### src/rtl/qte_pkg.sv
`timescale 1ns / 1ps
// shared types, constants and latencies of the quaternion to euler angles unit
// no dependencies

package qte_pkg;

  typedef struct packed {
    logic signed [31:0] quat_w;
    logic signed [31:0] quat_x;
    logic signed [31:0] quat_y;
    logic signed [31:0] quat_z;
  } quat_in_t;

  typedef struct packed {
    logic signed [15:0] pitch_angle;
    logic signed [15:0] yaw_angle;
    logic signed [15:0] roll_angle;
    logic               zero_quaternion;
  } euler_out_t;

  localparam int OUT_W    = 16;
  localparam int OPD_W    = 64;
  localparam int NORM_W   = 30;
  localparam int CORDIC_W = 34;
  localparam int ANG_W    = 28;
  localparam int RND_SH   = 11;
  localparam int RND_HALF = 1024;

  localparam int CORDIC_STEPS    = 24;
  localparam int STEPS_PER_STAGE = 2;
  localparam int CORDIC_STAGES   = CORDIC_STEPS / STEPS_PER_STAGE;

  localparam logic signed [ANG_W-1:0] ANG_PI = 28'sd52707179;

  localparam logic signed [ANG_W-1:0] ATAN_TAB [CORDIC_STEPS] = '{
    28'sd13176795, 28'sd7778716, 28'sd4110060, 28'sd2086331,
    28'sd1047214,  28'sd524117,  28'sd262123,  28'sd131069,
    28'sd65536,    28'sd32768,   28'sd16384,   28'sd8192,
    28'sd4096,     28'sd2048,    28'sd1024,    28'sd512,
    28'sd256,      28'sd128,     28'sd64,      28'sd32,
    28'sd16,       28'sd8,       28'sd4,       28'sd2
  };

  localparam logic signed [OUT_W-1:0] OUT_MAX = 16'sh7fff;
  localparam logic signed [OUT_W-1:0] OUT_MIN = 16'sh8000;

  localparam int SQRT_W         = 64;
  localparam int SQRT_ITERS     = SQRT_W / 2;
  localparam int SQRT_PER_STAGE = 2;
  localparam int SQRT_STAGES    = SQRT_ITERS / SQRT_PER_STAGE;

  // stage counts
  localparam int ATAN_LAT  = 5 + CORDIC_STAGES + 1;
  localparam int FRONT_LAT = 8;
  localparam int ASIN_LAT  = 4;
  localparam int ANG_DLY   = ASIN_LAT + SQRT_STAGES;
  localparam int PIPE_LAT  = FRONT_LAT + ANG_DLY + ATAN_LAT;

endpackage

### src/rtl/qte_isqrt.sv
`timescale 1ns / 1ps
// pipelined integer square root, two result bits per stage
// depends on qte_pkg

module qte_isqrt (
  input  logic                            clk_i,
  input  logic                            en_i,
  input  logic [qte_pkg::SQRT_W-1:0]      v_i,
  output logic [qte_pkg::SQRT_W/2-1:0]    root_o
);
  import qte_pkg::*;

  logic [SQRT_W-1:0] rem_q [SQRT_STAGES];
  logic [SQRT_W-1:0] r_q   [SQRT_STAGES];

  for (genvar g = 0; g < SQRT_STAGES; g++) begin : g_stage
    logic [SQRT_W-1:0] rem_in, r_in, rem_c, r_c, one_bit, trial;

    if (g == 0) begin : g_first
      assign rem_in = v_i;
      assign r_in   = '0;
    end else begin : g_next
      assign rem_in = rem_q[g-1];
      assign r_in   = r_q[g-1];
    end

    always_comb begin
      rem_c   = rem_in;
      r_c     = r_in;
      one_bit = '0;
      trial   = '0;
      for (int k = 0; k < SQRT_PER_STAGE; k++) begin
        one_bit = SQRT_W'(1) << (SQRT_W - 2 - 2 * (g * SQRT_PER_STAGE + k));
        trial   = r_c + one_bit;
        if (rem_c >= trial) begin
          rem_c = rem_c - trial;
          r_c   = (r_c >> 1) + one_bit;
        end else begin
          r_c = r_c >> 1;
        end
      end
    end

    always_ff @(posedge clk_i) begin
      if (en_i) begin
        rem_q[g] <= rem_c;
        r_q[g]   <= r_c;
      end
    end
  end

  assign root_o = r_q[SQRT_STAGES-1][SQRT_W/2-1:0];

endmodule

### config.mk
export PLATFORM = sky130hd
export DESIGN_NAME = qte_isqrt
export DESIGN_NICKNAME = d
export VERILOG_FILES = /design/src/rtl/qte_pkg.sv /design/src/rtl/qte_isqrt.sv
export SDC_FILE = /design/constraint.sdc
export NUM_CORES = 2
export LEC_CHECK = 0
export BUFFER_PORTS_ARGS = -buffer_cell sky130_fd_sc_hd__buf_2
export CAP_MARGIN = 20
export CORE_UTILIZATION = 25
export CTS_CLUSTER_DIAMETER = 50
export DETAILED_ROUTE_END_ITERATION = 12
export PLACE_DENSITY = 0.37
export RECOVER_POWER = 100
export SKIP_CTS_REPAIR_TIMING = 1
export SYNTH_ARGS = -nofsm -noshare
export SYNTH_HDL_FRONTEND = slang
export SYNTH_SLANG_ARGS = --single-unit
export TNS_END_PERCENT = 10
### constraint.sdc
create_clock -name clk_i -period 7.2 [get_ports clk_i]
set_input_delay 1.8 -clock clk_i [delete_from_list [all_inputs] [get_ports clk_i]]
set_output_delay 1.8 -clock clk_i [all_outputs]
set_load 0.005 [all_outputs]
==> run_summary.xml <==
<?xml version="1.0" encoding="UTF-8"?>
<metrics>
  <group name="timing">
    <metric name="max_slew_margin" unit="%">-147</metric>
    <metric name="rsz0062_at_grt" unit="">true</metric>
    <metric name="fmax" unit="GHz">0.147</metric>
    <metric name="final.hold.worst_slack" unit="ns">0.372</metric>
    <metric name="transition_time_at_the_pin_with_the_least_slew_margin" unit="ns">3.70</metric>
    <metric name="post-route-min-period" unit="ns">6.82</metric>
    <metric name="number_of_setup_violations_in_the_final_report" unit="">0</metric>
    <metric name="fin_worst_skew" unit="ns">0.109</metric>
    <metric name="final_hold_viol_count" unit="">0</metric>
    <metric name="post-route-worst-setup-slack" unit="ns">0.377</metric>
    <metric name="timing.final.max_slew_violations" unit="">957</metric>
    <metric name="layout_worst_path_cycle_share" unit="%">94.8</metric>
  </group>
  <group name="floorplanning">
    <metric name="start_util" unit="%">25.2</metric>
    <metric name="floorplan.io_pins" unit="">98</metric>
    <metric name="die_w" unit="um">579</metric>
    <metric name="core_region_area" unit="sq um">331000</metric>
    <metric name="placement_rows" unit="">211</metric>
    <metric name="die_height" unit="um">579</metric>
    <metric name="dieArea" unit="sq um">335000</metric>
  </group>
  <group name="worst_setup_path">
    <metric name="setup.reg_to_reg.worst_slack" unit="ns">0.38</metric>
    <metric name="worst-path-max-fanout" unit="">17</metric>
    <metric name="top_cell_by_count_worst_path" unit="">sky130_fd_sc_hd__nor3_1</metric>
    <metric name="critical-path-slowest-cell" unit="">sky130_fd_sc_hd__nor3_1</metric>
    <metric name="crit_type" unit="">flop to flop</metric>
    <metric name="worst_path_largest_cell_delay" unit="ns">0.77</metric>
    <metric name="critPathCaptureType" unit="">flop</metric>
    <metric name="worst-endpoint-required" unit="ns">7.74</metric>
    <metric name="critical_path.startpoint_type" unit="">flop</metric>
    <metric name="cpLargestDelayFamily" unit="">simple AND/OR/NAND/NOR gates</metric>
    <metric name="worstPathBufferInverterCount" unit="">4</metric>
    <metric name="arrival" unit="ns">7.36</metric>
    <metric name="worstPathCellList" unit="">inv_1, ha_1, nand4_1, or4_1, nor4_1, clkbuf_1, nor3_1, nand3_1, buf_4, nor2_1, a21oi_1, ha_1, nand4_1, nor4_1, nand2_1, or3_1, nor3_1, nor4b_1, o2111ai_1, nor3_1, inv_1, mux2_2</metric>
  </group>
  <group name="finish">
    <metric name="finalCoreUtilization" unit="%">29.4</metric>
    <metric name="final_cell_mix" unit="">sky130_fd_sc_hd__edfxtp_1 (1232), sky130_fd_sc_hd__nand2_1 (672), sky130_fd_sc_hd__a21oi_1 (625)</metric>
    <metric name="post_route_cells_drive_above_1_share" unit="%">9.17</metric>
    <metric name="flow.area_growth_from_synthesis" unit="%">16.8</metric>
    <metric name="post_layout_nonfiller_instances" unit="">13200</metric>
    <metric name="most_common_cell_after_layout_fill_and_taps_aside" unit="">sky130_fd_sc_hd__edfxtp_1</metric>
    <metric name="nNetsFinal" unit="">9324</metric>
  </group>
  <group name="power">
    <metric name="power_density" unit="nW/um^2">382</metric>
    <metric name="p_leak" unit="nW">37.0</metric>
    <metric name="vdd.ir_drop.worst" unit="mV">0.186</metric>
    <metric name="power.total" unit="mW">37.1</metric>
  </group>
  <group name="status">
    <metric name="violated_checks" unit="">max-capacitance violations, max-slew violations</metric>
    <metric name="outcome" unit="">complete, but fails checks</metric>
  </group>
  <group name="clocking">
    <metric name="cts_inserted_buffers" unit="">205</metric>
    <metric name="cts-htree-levels" unit="">4</metric>
    <metric name="cts_max_path_bufs" unit="">4</metric>
    <metric name="cts.sink_count" unit="">1232</metric>
    <metric name="ctsRootBufferMaster" unit="">sky130_fd_sc_hd__clkbuf_16</metric>
    <metric name="cts.reportedPaths.clkPinSlew" unit="ns">0.06</metric>
    <metric name="clock_latency" unit="ns">0.90</metric>
    <metric name="cts_tree" unit="">built</metric>
  </group>
  <group name="global_routing">
    <metric name="antenna_violations_before_repair" unit="">5</metric>
    <metric name="grt_pass1_vias" unit="">64900</metric>
    <metric name="grt_start_max_net_pins" unit="">140</metric>
    <metric name="gr-total-overflow" unit="">0</metric>
    <metric name="track_usage" unit="%">16.2</metric>
    <metric name="grt_pass1_wl" unit="mm">415</metric>
  </group>
  <group name="synthesis">
    <metric name="synth_seq_cells" unit="">1232</metric>
    <metric name="sequential_to_total_area_share_from_yosys_stat" unit="%">44.5</metric>
    <metric name="synth_ff_type" unit="">sky130_fd_sc_hd__edfxtp_1</metric>
    <metric name="post_synth.cell_area_avg" unit="sq um">9.98</metric>
    <metric name="synth_async_sr_flop_share" unit="%">0</metric>
    <metric name="synth.yosys.warnings" unit="">0</metric>
    <metric name="ys_types" unit="">109</metric>
    <metric name="post_synth_inst_count" unit="">8336</metric>
    <metric name="synth-edff-count" unit="">1232</metric>
    <metric name="synth_area" unit="sq um">83200</metric>
    <metric name="synthesis.nets" unit="">8975</metric>
  </group>
  <group name="place">
    <metric name="portBuffers" unit="">97</metric>
    <metric name="post-place-cells" unit="">12800</metric>
    <metric name="dp_slack" unit="ns">0.143</metric>
    <metric name="hpwlAfterDp" unit="mm">227</metric>
    <metric name="routability_driven_placement_congestion_ratio" unit="">0.875</metric>
  </group>
  <group name="drt">
    <metric name="routed-via-count" unit="">64900</metric>
    <metric name="detailedRoute.firstPassIterationCount" unit="">6</metric>
    <metric name="routed_via_density" unit="">4.91</metric>
    <metric name="first_drt_iteration_drcs" unit="">4321</metric>
    <metric name="totalWireLength" unit="mm">278</metric>
    <metric name="wire_per_inst" unit="um">21.0</metric>
    <metric name="antenna_violating_nets_post_route" unit="">0</metric>
    <metric name="drc" unit="">0</metric>
  </group>
  <group name="flow_run">
    <metric name="drv_cap" unit="">9</metric>
  </group>
  <group name="worst_hold_path">
    <metric name="worstHoldPathType" unit="">flop to flop</metric>
  </group>
</metrics>
-- through the flow --
step	setup TNS [ns]	area (sq um)
final	0	97200
after global routing	-0.255	97200
after CTS	0	97500
after detailed placement	0	90600
after global placement	0	90600
after floorplan	0	83200
-- synth_stat cells, types with 21 or more instances --
| library cell | n | area (sq um) |
|---|---|---|
| sky130_fd_sc_hd__nor3b_1 | 30 | 225 |
| sky130_fd_sc_hd__xor2_1 | 295 | 2580 |
| sky130_fd_sc_hd__nand2b_1 | 93 | 582 |
| sky130_fd_sc_hd__mux2_2 | 81 | 912 |
| sky130_fd_sc_hd__o211ai_1 | 46 | 345 |
| sky130_fd_sc_hd__nor3_1 | 213 | 1070 |
| sky130_fd_sc_hd__nand2_1 | 671 | 2520 |
| sky130_fd_sc_hd__or3_1 | 107 | 669 |
| sky130_fd_sc_hd__nor2b_1 | 51 | 319 |
| sky130_fd_sc_hd__a21o_1 | 273 | 2050 |
| sky130_fd_sc_hd__nor2_1 | 600 | 2250 |
| sky130_fd_sc_hd__or4_1 | 59 | 443 |
| sky130_fd_sc_hd__edfxtp_1 | 1232 | 37000 |
| sky130_fd_sc_hd__o31ai_1 | 79 | 593 |
| sky130_fd_sc_hd__o21a_1 | 101 | 758 |
| sky130_fd_sc_hd__a21boi_0 | 21 | 158 |
| sky130_fd_sc_hd__or2_2 | 53 | 332 |
| sky130_fd_sc_hd__and3_1 | 77 | 482 |
| sky130_fd_sc_hd__inv_1 | 496 | 1860 |
| sky130_fd_sc_hd__buf_2 | 28 | 140 |
| sky130_fd_sc_hd__nor4_1 | 234 | 1460 |
| sky130_fd_sc_hd__a21oi_1 | 625 | 3130 |
| sky130_fd_sc_hd__o21bai_1 | 65 | 488 |
| sky130_fd_sc_hd__xnor2_1 | 526 | 4610 |
| sky130_fd_sc_hd__and2_1 | 70 | 438 |
| sky130_fd_sc_hd__a211oi_1 | 68 | 510 |
| sky130_fd_sc_hd__nand4_1 | 184 | 1150 |
| sky130_fd_sc_hd__o21ai_0 | 378 | 1890 |
| sky130_fd_sc_hd__clkbuf_1 | 173 | 649 |
| sky130_fd_sc_hd__ha_1 | 573 | 7170 |
| sky130_fd_sc_hd__nand3b_1 | 36 | 270 |
| sky130_fd_sc_hd__nand3_1 | 209 | 1050 |
| sky130_fd_sc_hd__mux2i_1 | 25 | 250 |
| sky130_fd_sc_hd__a31oi_1 | 63 | 394 |
| sky130_fd_sc_hd__o31a_1 | 28 | 245 |
| sky130_fd_sc_hd__and4_1 | 31 | 272 |
| sky130_fd_sc_hd__a211o_1 | 30 | 263 |
-- power by group --
group          total (mW)  internal, mW  switching (mW)
sequential           11.0          9.77            1.25
combinational        16.3          6.50            9.77
clock                9.83          6.02            3.80
total                37.1          22.3            14.8
-- metal layers --
layer / vias to the layer above / part of all wire [%] / track usage (%)
met5: - / 0 / 0
li1: 32100 / - / -
met3: 305 / 3.2 / 1.69
met4: 0 / 2.2 / 3.72
met2: 1243 / 49 / 28.8
met1: 31300 / 45 / 20.8
-- area by class of cell --
class	count	area (sq um)
sequential	1232	37000
inverter	505	1900
multi-input combinational	6373	43400
timing repair buffer	368	2430
clock buffer	225	5250
tap	4366	5460
clock inverter	150	1690
antenna	4	10.0
fill	34500	234000
-- final timing paths --
path	start	endpoint	cells after the start
min reg2reg	rem_q[1][75]	rem_q[1][139]	0
max	r_q[0][369]	rem_q[0][434]	22
min	rem_q[1][75]	rem_q[1][139]	0
max reg2reg	r_q[0][369]	rem_q[0][434]	22
-- cells by family after synthesis --
group	after synthesis	synth area share [%]
xor gates and xnor gates	821	8.64
DFF	1232	44.5
AOI/OAI and AO/OA	2036	15.8
adders and majority gates	573	8.61
buffers and inverters	731	3.39
muxes	117	1.55
and+or+nand+nor	2826	17.5
-- registers in the layout, summed over array words and instances (netlist names) --
name,cells
r_q,272
rem_q,960
(Power assumes the default switching activity.)
